File: src/bthf_pkg.sv
// Shared types and constants for the bus transaction handshake controller.
`default_nettype none

package bthf_pkg;

	localparam int unsigned THRESH_W      = 8;
	localparam int unsigned PAUSE_RESET   = 64;
	localparam int unsigned APB_DATA_W    = 32;
	localparam int unsigned APB_ADDR_W    = 3;
	localparam int unsigned TDATA_IN_W    = 8;
	localparam int unsigned TDATA_OUT_W   = 8;

	typedef enum logic {
		REG_PAUSE_THRESHOLD = 1'b0,
		REG_WAIT_STATE      = 1'b1
	} reg_idx_t;

	typedef struct packed {
		logic chipset_ready;
		logic fail_level;
		logic burst_last;
		logic data_enable;
	} in_item_t;

	typedef struct packed {
		logic pausing;
		logic checksum_failed;
		logic boot_ok;
		logic ready_pulse;
		logic burst_next;
		logic serve_req;
		logic bus_busy;
	} out_item_t;

	typedef struct packed {
		logic [THRESH_W-1:0] pause_threshold;
		logic                wait_state_enable;
	} cfg_t;

endpackage

`default_nettype wire

File: src/bthf_cfg.sv
// Configuration register file with an APB-style access port.
`default_nettype none

module bthf_cfg (
	input  wire logic                             clk,
	input  wire logic                             arst_n,
	input  wire logic                             psel,
	input  wire logic                             penable,
	input  wire logic                             pwrite,
	input  wire logic [bthf_pkg::APB_ADDR_W-1:0]  paddr,
	input  wire logic [bthf_pkg::APB_DATA_W-1:0]  pwdata,
	output logic      [bthf_pkg::APB_DATA_W-1:0]  prdata,
	output logic                                  pready,
	output bthf_pkg::cfg_t                        cfg
);
	import bthf_pkg::*;

	cfg_t     cfg_q;
	reg_idx_t idx;
	logic     wr_en;

	assign idx    = reg_idx_t'(paddr[2]);
	assign pready = 1'b1;
	assign wr_en  = psel & penable & pwrite & pready;

	always_ff @(posedge clk or negedge arst_n) begin
		if (!arst_n) begin
			cfg_q.pause_threshold   <= THRESH_W'(PAUSE_RESET);
			cfg_q.wait_state_enable <= 1'b0;
		end else if (wr_en) begin
			unique case (idx)
				REG_PAUSE_THRESHOLD: cfg_q.pause_threshold <= pwdata[THRESH_W-1:0];
				REG_WAIT_STATE:      cfg_q.wait_state_enable <= pwdata[0];
				default:             cfg_q <= cfg_q;
			endcase
		end
	end

	always_comb begin
		unique case (idx)
			REG_PAUSE_THRESHOLD: prdata = APB_DATA_W'(cfg_q.pause_threshold);
			REG_WAIT_STATE:      prdata = APB_DATA_W'(cfg_q.wait_state_enable);
			default:             prdata = '0;
		endcase
	end

	assign cfg = cfg_q;

endmodule

`default_nettype wire

File: src/bthf_core.sv
// Handshake state machine: one state update and one result per clock tick item.
`default_nettype none

module bthf_core #(
	parameter int unsigned COUNT_WIDTH = 8
) (
	input  wire logic                 clk,
	input  wire logic                 arst_n,
	input  wire logic                 step,
	input  wire bthf_pkg::in_item_t   item,
	input  wire bthf_pkg::cfg_t       cfg,
	output bthf_pkg::out_item_t       result
);
	import bthf_pkg::*;

	localparam int unsigned CMP_W = (COUNT_WIDTH > THRESH_W) ? COUNT_WIDTH : THRESH_W;

	typedef enum logic [3:0] {
		PH_BOOT_HIGH  = 4'd0,
		PH_BOOT_LOW   = 4'd1,
		PH_IDLE       = 4'd2,
		PH_PAUSE      = 4'd3,
		PH_WAIT_READY = 4'd4,
		PH_PULSE      = 4'd5,
		PH_WAIT_CLEAR = 4'd6,
		PH_NEXT_WORD  = 4'd7,
		PH_HALT       = 4'd8
	} phase_t;

	phase_t                 phase_q, phase_d;
	logic [COUNT_WIDTH-1:0] count_q, count_d;
	logic                   fail_prev_q;
	logic                   last_q, last_d;
	logic                   wait_q, wait_d;
	logic                   pulse;
	logic                   running;
	logic                   over_thresh;

	assign running     = (phase_q != PH_BOOT_HIGH) && (phase_q != PH_BOOT_LOW) &&
	                     (phase_q != PH_HALT);
	assign over_thresh = (CMP_W'(count_q) >= CMP_W'(cfg.pause_threshold)) &&
	                     (count_q != '0);

	always_comb begin
		phase_d = phase_q;
		count_d = count_q;
		last_d  = last_q;
		wait_d  = wait_q;
		pulse   = 1'b0;
		priority if (running && item.fail_level && !fail_prev_q) begin
			phase_d = PH_HALT;
			wait_d  = 1'b0;
		end else if (phase_q == PH_BOOT_HIGH) begin
			if (item.data_enable) begin
				phase_d = PH_IDLE;
			end else if (item.fail_level) begin
				phase_d = PH_BOOT_LOW;
			end
		end else if (phase_q == PH_BOOT_LOW) begin
			if (item.data_enable || !item.fail_level) begin
				phase_d = PH_IDLE;
			end
		end else if (phase_q == PH_HALT) begin
			phase_d = PH_HALT;
		end else if (wait_q) begin
			wait_d = 1'b0;
		end else begin
			unique case (phase_q)
				PH_PAUSE: begin
					if (count_q == '0) begin
						count_d = count_q + 1'b1;
						last_d  = item.burst_last;
						phase_d = PH_WAIT_READY;
					end else begin
						count_d = count_q - 1'b1;
					end
				end
				PH_WAIT_READY: begin
					if (item.chipset_ready) begin
						phase_d = PH_PULSE;
						wait_d  = cfg.wait_state_enable;
					end
				end
				PH_PULSE: begin
					pulse   = 1'b1;
					phase_d = PH_WAIT_CLEAR;
				end
				PH_WAIT_CLEAR: begin
					if (!item.chipset_ready) begin
						phase_d = last_q ? PH_IDLE : PH_NEXT_WORD;
						wait_d  = cfg.wait_state_enable;
					end
				end
				PH_NEXT_WORD: begin
					count_d = count_q + 1'b1;
					last_d  = item.burst_last;
					phase_d = PH_WAIT_READY;
				end
				default: begin
					phase_d = PH_IDLE;
					if (item.data_enable) begin
						if (over_thresh) begin
							phase_d = PH_PAUSE;
						end else begin
							count_d = count_q + 1'b1;
							last_d  = item.burst_last;
							phase_d = PH_WAIT_READY;
						end
					end
				end
			endcase
		end
	end

	always_comb begin
		result             = '0;
		result.ready_pulse = pulse;
		unique case (phase_d)
			PH_HALT: begin
				result.checksum_failed = 1'b1;
			end
			PH_BOOT_HIGH, PH_BOOT_LOW: begin
				result.boot_ok = 1'b0;
			end
			PH_WAIT_READY: begin
				result.boot_ok   = 1'b1;
				result.bus_busy  = 1'b1;
				result.serve_req = 1'b1;
			end
			PH_PULSE: begin
				result.boot_ok  = 1'b1;
				result.bus_busy = !last_d;
			end
			PH_WAIT_CLEAR: begin
				result.boot_ok    = 1'b1;
				result.bus_busy   = !last_d;
				result.burst_next = !last_d;
			end
			PH_NEXT_WORD: begin
				result.boot_ok  = 1'b1;
				result.bus_busy = 1'b1;
			end
			PH_PAUSE: begin
				result.boot_ok = 1'b1;
				result.pausing = 1'b1;
			end
			default: begin
				result.boot_ok = 1'b1;
			end
		endcase
	end

	always_ff @(posedge clk or negedge arst_n) begin
		if (!arst_n) begin
			phase_q     <= PH_BOOT_HIGH;
			count_q     <= '0;
			fail_prev_q <= 1'b0;
			last_q      <= 1'b0;
			wait_q      <= 1'b0;
		end else if (step) begin
			phase_q     <= phase_d;
			count_q     <= count_d;
			fail_prev_q <= item.fail_level;
			last_q      <= last_d;
			wait_q      <= wait_d;
		end
	end

endmodule

`default_nettype wire

File: src/bus_transaction_handshake_fsm_top.sv
// Top level of the bus transaction handshake controller with stream and APB ports.
// Pipeline: a transfer is registered in the input stage, its result in the output stage.
// Throughput: one transfer per cycle unless m_tready stalls the output; each tick's result
// depends only on its input and the previous tick's state, so each step is combinational.
// Reset: arst_n clears the input and result stages and puts the controller in the
// boot phase waiting for fail high, with the pause threshold at 64 and no wait states.
`default_nettype none

module bus_transaction_handshake_fsm_top #(
	parameter int unsigned COUNT_WIDTH = 8
) (
	input  wire logic                               clk,
	input  wire logic                               arst_n,
	input  wire logic                               s_tvalid,
	output logic                                    s_tready,
	input  wire logic [bthf_pkg::TDATA_IN_W-1:0]    s_tdata,  // data_enable, fail_level, chipset_ready
	input  wire logic                               s_tlast,  // burst_last
	output logic                                    m_tvalid,
	input  wire logic                               m_tready,
	output logic      [bthf_pkg::TDATA_OUT_W-1:0]   m_tdata,  // bus_busy, serve_req,
	                                                          // burst_next, ready_pulse,
	                                                          // boot_ok,
	                                                          // checksum_failed, pausing
	input  wire logic                               psel,
	input  wire logic                               penable,
	input  wire logic                               pwrite,
	input  wire logic [bthf_pkg::APB_ADDR_W-1:0]    paddr,
	input  wire logic [bthf_pkg::APB_DATA_W-1:0]    pwdata,
	output logic      [bthf_pkg::APB_DATA_W-1:0]    prdata,
	output logic                                    pready
);
	import bthf_pkg::*;

	cfg_t      cfg;
	logic      valid_s1;
	in_item_t  item_s1;
	logic      advance;
	out_item_t result;
	logic      out_valid_q;
	out_item_t result_q;

	assign advance  = valid_s1 & (!out_valid_q | m_tready);
	assign s_tready = !valid_s1 | advance;

	always_ff @(posedge clk or negedge arst_n) begin
		if (!arst_n) begin
			valid_s1 <= 1'b0;
		end else if (s_tready) begin
			valid_s1 <= s_tvalid;
		end
	end

	always_ff @(posedge clk) begin
		if (s_tready && s_tvalid) begin
			item_s1.data_enable   <= s_tdata[0];
			item_s1.burst_last    <= s_tlast;
			item_s1.fail_level    <= s_tdata[1];
			item_s1.chipset_ready <= s_tdata[2];
		end
	end

	bthf_cfg u_cfg (
		.clk     (clk),
		.arst_n  (arst_n),
		.psel    (psel),
		.penable (penable),
		.pwrite  (pwrite),
		.paddr   (paddr),
		.pwdata  (pwdata),
		.prdata  (prdata),
		.pready  (pready),
		.cfg     (cfg)
	);

	bthf_core #(
		.COUNT_WIDTH (COUNT_WIDTH)
	) u_core (
		.clk    (clk),
		.arst_n (arst_n),
		.step   (advance),
		.item   (item_s1),
		.cfg    (cfg),
		.result (result)
	);

	always_ff @(posedge clk or negedge arst_n) begin
		if (!arst_n) begin
			out_valid_q <= 1'b0;
		end else if (advance) begin
			out_valid_q <= 1'b1;
		end else if (m_tready) begin
			out_valid_q <= 1'b0;
		end
	end

	always_ff @(posedge clk) begin
		if (advance) begin
			result_q <= result;
		end
	end

	assign m_tvalid = out_valid_q;
	assign m_tdata  = TDATA_OUT_W'(result_q);

	a_no_drop_s1: assert property (@(posedge clk) disable iff (!arst_n)
		valid_s1 && !advance |=> valid_s1)
		else $error("Held input transfer was lost.");

	a_cycle_in_tx: assert property (@(posedge clk) disable iff (!arst_n)
		out_valid_q && result_q.serve_req |-> result_q.bus_busy &&
		result_q.boot_ok && !result_q.checksum_failed)
		else $error("Serve request without an active transaction.");

	a_pulse_alone: assert property (@(posedge clk) disable iff (!arst_n)
		out_valid_q && result_q.ready_pulse |-> !result_q.serve_req && !result_q.pausing)
		else $error("Ready pulse overlaps another phase.");

	a_halt_sticky: assert property (@(posedge clk) disable iff (!arst_n)
		advance && $past(advance) && $past(result.checksum_failed) |->
		result.checksum_failed)
		else $error("Controller left the halted state.");

endmodule

`default_nettype wire
File: config.mk
export PLATFORM = sky130hd
export DESIGN_NAME = bus_transaction_handshake_fsm_top
export DESIGN_NICKNAME = d
export VERILOG_FILES = /design/src/bthf_pkg.sv /design/src/bthf_cfg.sv /design/src/bthf_core.sv /design/src/bus_transaction_handshake_fsm_top.sv
export SDC_FILE = /design/constraint.sdc
export NUM_CORES = 1
export LEC_CHECK = 0
export BUFFER_PORTS_ARGS = -buffer_cell sky130_fd_sc_hd__buf_2
export CORE_MARGIN = 2
export CORE_UTILIZATION = 53
export DETAILED_ROUTE_END_ITERATION = 6
export GPL_TIMING_DRIVEN = 0
export PLACE_DENSITY = 0.91
export SLEW_MARGIN = 20
export SYNTH_ARGS = -nofsm -noshare
export SYNTH_HDL_FRONTEND = slang
export SYNTH_SLANG_ARGS = --single-unit
File: constraint.sdc
create_clock -name clk -period 4.9 [get_ports clk]
set_input_delay 0.735 -clock clk [delete_from_list [all_inputs] [get_ports clk]]
set_output_delay 0.735 -clock clk [all_outputs]
set_load 0.05 [all_outputs]
# [Word-level counts from Yosys, hierarchy flattened]
# Cells that the tools add are included.
[totals] in_bits=51 out_inout_bits=43 wordCells=128 ff_bits=37
[classes] eq_ne=20 magnitude_cmp=1 bitwise_logic=12 reduce_logical=28 n_addsub=2 mux=45
[ops] operator="32-bit one-hot mux with 2 select lines" n=1
[ops] operator="4-bit two-way mux" n=12
[ops] operator="4-bit by 3-bit == test with 1-bit output, second input constant" n=8
[ops] operator="8-bit two-way mux" n=3
[ops] operator="8-bit one-hot mux with 3 select lines" n=1
[ops] operator="1-bit two-way mux" n=22
[ops] operator="4-bit one-hot mux with 5 select lines" n=1
[ops] operator="9-bit AND reduction" n=1
[ops] operator="8-bit by 1-bit adder with 8-bit output, second input constant" n=1
[ops] operator="4-bit by 1-bit == test with 1-bit output, second input constant" n=2
[ops] operator="4-bit by 2-bit == test with 1-bit output, second input constant" n=2
[ops] operator="4-bit == test, second input constant" n=2
[ops] operator="8-bit greater-or-equal comparator" n=1
[ops] operator="4-bit logical NOT" n=2
[ops] operator="8-bit logical NOT" n=1
[ops] operator="8-bit nonzero test" n=1
[ops] operator="8-bit by 1-bit subtractor with 8-bit output, second input constant" n=1
[ops] operator="1-bit inverter" n=7
[ops] operator="1-bit logical AND" n=6
[ops] operator="3-bit two-way mux" n=2
[ops] operator="2-bit by 1-bit != test with 1-bit output, second input constant" n=3
[ops] operator="3-bit OR reduction" n=2
[ops] operator="1-bit logical NOT" n=5
[ops] operator="5-bit OR reduction" n=1
[ops] operator="other kinds (14)" n=20

# [Depth between registers and ports, before layout]
[logic_depth] ltp_word=13 mapped_depth=10 mapped_depth_nobuf=9

# [By module]
# From an unflattened synthesis, not the netlist that was laid out.
[unflattened] hier_cells=272 area_unflattened_um2=2701.3
[modules_own_cells] mod="bthf_core" cells_each=195 instances=1 area_each_um2=1607.8 seq_area_each_um2=375.4
[modules_own_cells] mod="bthf_cfg" cells_each=56 instances=1 area_each_um2=648.1 seq_area_each_um2=226.5
[modules_own_cells] mod="bus_transaction_handshake_fsm_top" cells_each=21 instances=1 area_each_um2=445.4 seq_area_each_um2=380.4

# [Worst setup path after synthesis]
# No wires, ideal clock.
[synth_path] kind="reg-to-reg" startpoint="register u_cfg.cfg_q, in the netlist u_cfg.cfg[7]" endpoint="register result_q, in the netlist m_tdata[6], data pin" n_path_buf=1 t_arrival_ns=2.053 t_required_ns=4.623 setup_slack_ns=2.570 stages_incl_launch_ff=11 synth_period_minus_slack_ns=2.330 setup_time_ns=0.277 cell_sequence="dfstp_2 > inv_1 > ha_1 > o21a_1 > a21oi_1 > nand4_1 > nand3_2 > a32oi_1 > or2_1 > buf_2 > nor4b_2"
[synth_rtl] item="from (decl)" line_no="bthf_cfg.sv:18" rtl="cfg_t cfg_q;"
[synth_rtl] item="from (signal assigned)" line_no="bthf_cfg.sv:34" rtl="default: cfg_q <= cfg_q;"
[synth_rtl] item="to (signal assigned)" line_no="bus_transaction_handshake_fsm_top.sv:98" rtl="result_q <= result;"
[synth_rtl] item="to (decl)" line_no="bus_transaction_handshake_fsm_top.sv:40" rtl="out_item_t result_q;"

==> impl_metrics.py <==
metrics = {
    "synthesis": {
        "synth_edf_count": 11,
        "yosys_warnings": 0,
        "ys_seq_elements": 37,
        "yosys.area.top_type": "dfrtp_1",
        "netlist_top_cells_area": "dfrtp_1 (25%), edfxtp_1 (13%), buf_4 (7.9%)",
        "avgSynthCellArea_sq_um": 9.77,
        "synth_cells": 254,
        "async_reset_ff_share_pct": 70.3,
        "synthesis.area_sq_um": 2480,
        "yosysSeqAreaShare_pct": 39.6,
        "synth.top_cell.area_share_pct": 25.2,
        "synth_flop_cell": "dfrtp_1",
        "ys_types": 62,
    },
    "clocking": {
        "cts_resized": 0,
        "clk_pin_slew_ns": 0.07,
        "insertion_delay_ns": 0.29,
        "h-tree-depth": 2,
        "clockRootBuffer": "clkbuf_8",
        "cts_tree": "done",
        "cts.sinks": 37,
        "cts_buffers": 5,
        "cts_buffer_depth": 2,
        "ctsHoldBuffers": 0,
        "cts_setup_buffers": 0,
    },
    "global_route": {
        "grt_start_max_net_pins": 27,
        "overflow": 0,
        "grt_pass1_wl_microns": 8830,
        "track_usage_pct": 21.5,
        "grt_pass1_vias": 1908,
        "antenna_found_initial": 0,
    },
    "timing": {
        "slew_headroom_pct": 59.9,
        "fin_skew_ns": 0.00304,
        "tns_ns": 0,
        "tightest_slew_ns": 0.602,
        "setup_violations": 0,
        "slew_violations": 0,
        "whs_ns": 0.448,
        "final.min_clock_period_ns": 2.65,
        "fmax_mhz": 377,
        "hold_viol_final": 0,
        "rsz0062_at_grt": "no",
        "post-route-period-util_pct": 54.1,
    },
    "worst_setup_path": {
        "crit_required_ns": 4.92,
        "crit_chain": "ha_1 -> a211o_1 -> a21oi_1 -> nand4_1 -> nand3_2 -> a32oi_1 -> or2_1 -> buf_2 -> nor4b_2",
        "r2r_slack_ns": 2.25,
        "cp_max_fo": 7,
        "r2r_end": "m_tdata[6]",
        "arrival_ns": 2.67,
        "reg2reg_from": "u_core.count_q[5]",
        "slowest_stage": "dfrtp_1",
        "critPathMaxStageDelay_ns": 0.47,
        "cp-start-kind": "flop",
        "critPathKind": "flop to flop",
        "rr_worst_depth": 9,
        "worstSetupEndpointType": "flop",
        "crit_buf_inv": 1,
        "crit_family": "simple AND/OR/NAND/NOR gates",
    },
    "placement": {
        "dp_hpwl_microns": 4000,
        "dp_cells": 365,
        "gp_congestion": 0.911,
        "numPortBuffers": 35,
    },
    "layout": {
        "nFillCells": 370,
        "instances_no_fill": 373,
        "fin_util_pct": 65.7,
        "final_cell_mix": "buf_2 (39), buf_4 (26), conb_1 (26), dfrtp_1 (25)",
        "area_growth_pct": 17.6,
        "final_common_cell": "buf_2",
        "n_antenna_cell": 0,
        "fin_nets": 381,
        "drive_gt1_share_pct": 30.8,
    },
    "power_and_ir_drop": {
        "powerDensity_nw_per_um2": 514,
        "finalPower_mw": 1.50,
        "ir_drop_v": 0.000203,
        "leakage_nw": 1.45,
    },
    "detailed_routing": {
        "via_count": 2019,
        "drcViolationCount": 0,
        "via_per_inst": 5.41,
        "drtPass1Iterations": 5,
        "first_iter_violations": 163,
        "ant_nets": 0,
        "wl_microns": 5260,
        "avgRoutedWirePerCell_microns": 14.1,
    },
    "run": {
        "cap_violations": 0,
    },
    "die": {
        "die_h_microns": 72.4,
        "core_area_sq_um": 4440,
        "die_area_sq_um": 5250,
        "die_w_microns": 72.4,
        "std_cell_rows": 24,
        "start_util_pct": 55.9,
        "io_pins": 94,
    },
    "min_path": {
        "hp-class": "input pin to asynchronous set/reset pin",
    },
    "run_status": {
        "status": "complete, no violations",
    },
}
==> where the power goes <==
group	switching (mW)	total [mW]	internal, mW
combinational	0.498	0.780	0.282
sequential	0.0615	0.460	0.399
clock	0.108	0.259	0.150
total	0.668	1.50	0.832
==> how the worst max path moves through the flow <==
stage	cells past startpoint	slack (ns)	endpoint	start
after floorplan	10	2.57	m_tdata[6]	u_cfg.cfg[7]
after global routing	10	2.11	m_tdata[2]	u_core.count_q[0]
final	9	2.25	m_tdata[6]	u_core.count_q[5]
after CTS	9	2.28	m_tdata[6]	u_core.count_q[5]
after detailed placement	9	2.34	m_tdata[6]	u_core.count_q[5]
after global placement	10	2.44	m_tdata[6]	u_cfg.cfg[7]
==> kinds of logic after synthesis <==
logic type               after synthesis  share of synthesized area [%]
multiplexers                          14                           6.25
XOR/XNOR                              11                           3.88
AO/OA/AOI/OAI                         45                           12.8
buffers and inverters                 46                           11.1
AND/OR/NAND/NOR                       89                           21.1
other                                  2                          0.303
adder cells (fa/ha/maj)               10                           5.04
flip-flops                            37                           39.6
==> synthesized netlist by cell type, types with 2 or more instances <==
cell type and instances:
dfrtp_1 25, nor3_1 7, edfxtp_1 11, nand3b_1 3
o21ai_0 11, and4_1 2, nand2_1 19, conb_1 2
o211ai_2 2, buf_2 4, nand2b_1 8, clkbuf_1 3
mux2_2 12, nor2_1 19, a21o_1 3, buf_4 26
nor2b_1 3, xor2_1 7, a21oi_1 10, xnor2_1 4
nand3_1 5, nor3b_1 2, nand4_1 3, a211oi_2 2
a31oi_1 2, mux2i_1 2, ha_1 10, inv_1 11
nand4b_1 3
==> per-stage QoR <==
stage / worst slack (ns) / instance area (sq um)
after floorplan: 2.57 / 2570
after global placement: 2.44 / 2810
final: 2.25 / 2920
after detailed placement: 2.34 / 2810
after global routing: 2.11 / 2920
after CTS: 2.28 / 2920
==> state kept, by name (all words and copies together) (netlist names) <==
| register | flops |
|---|---|
| u_core.fail_prev_q | 1 |
| m_tvalid | 1 |
| u_core.phase_q | 4 |
| u_core.wait_q | 1 |
| item_s1 | 4 |
| m_tdata | 7 |
| u_core.count_q | 8 |
| valid_s1 | 1 |
| u_cfg.cfg | 9 |
| u_core.last_q | 1 |
==> layer usage <==
layer / global-route usage, % / vias up / part of all wire (%)
met2: 36.8 / 97 / 50
met3: 4.03 / 7 / 7.0
met1: 27.4 / 937 / 42
li1: - / 978 / -
met4: 7.00 / 0 / 1.2
met5: 0 / - / 0
==> cell type report <==
| type | count | area (sq um) | share of cell area (%) |
|---|---|---|---|
| repair buffers | 35 | 175 | 6.00 |
| plain buffers | 34 | 230 | 7.89 |
| well taps | 52 | 65.1 | 2.23 |
| inverters | 12 | 45.0 | 1.54 |
| flip-flops and latches | 37 | 982 | 33.6 |
| multi-input cells | 195 | 1320 | 45.0 |
| clock inverters | 2 | 33.8 | 1.16 |
| clock buffers | 6 | 72.6 | 2.49 |
(Power assumes the default switching activity.)
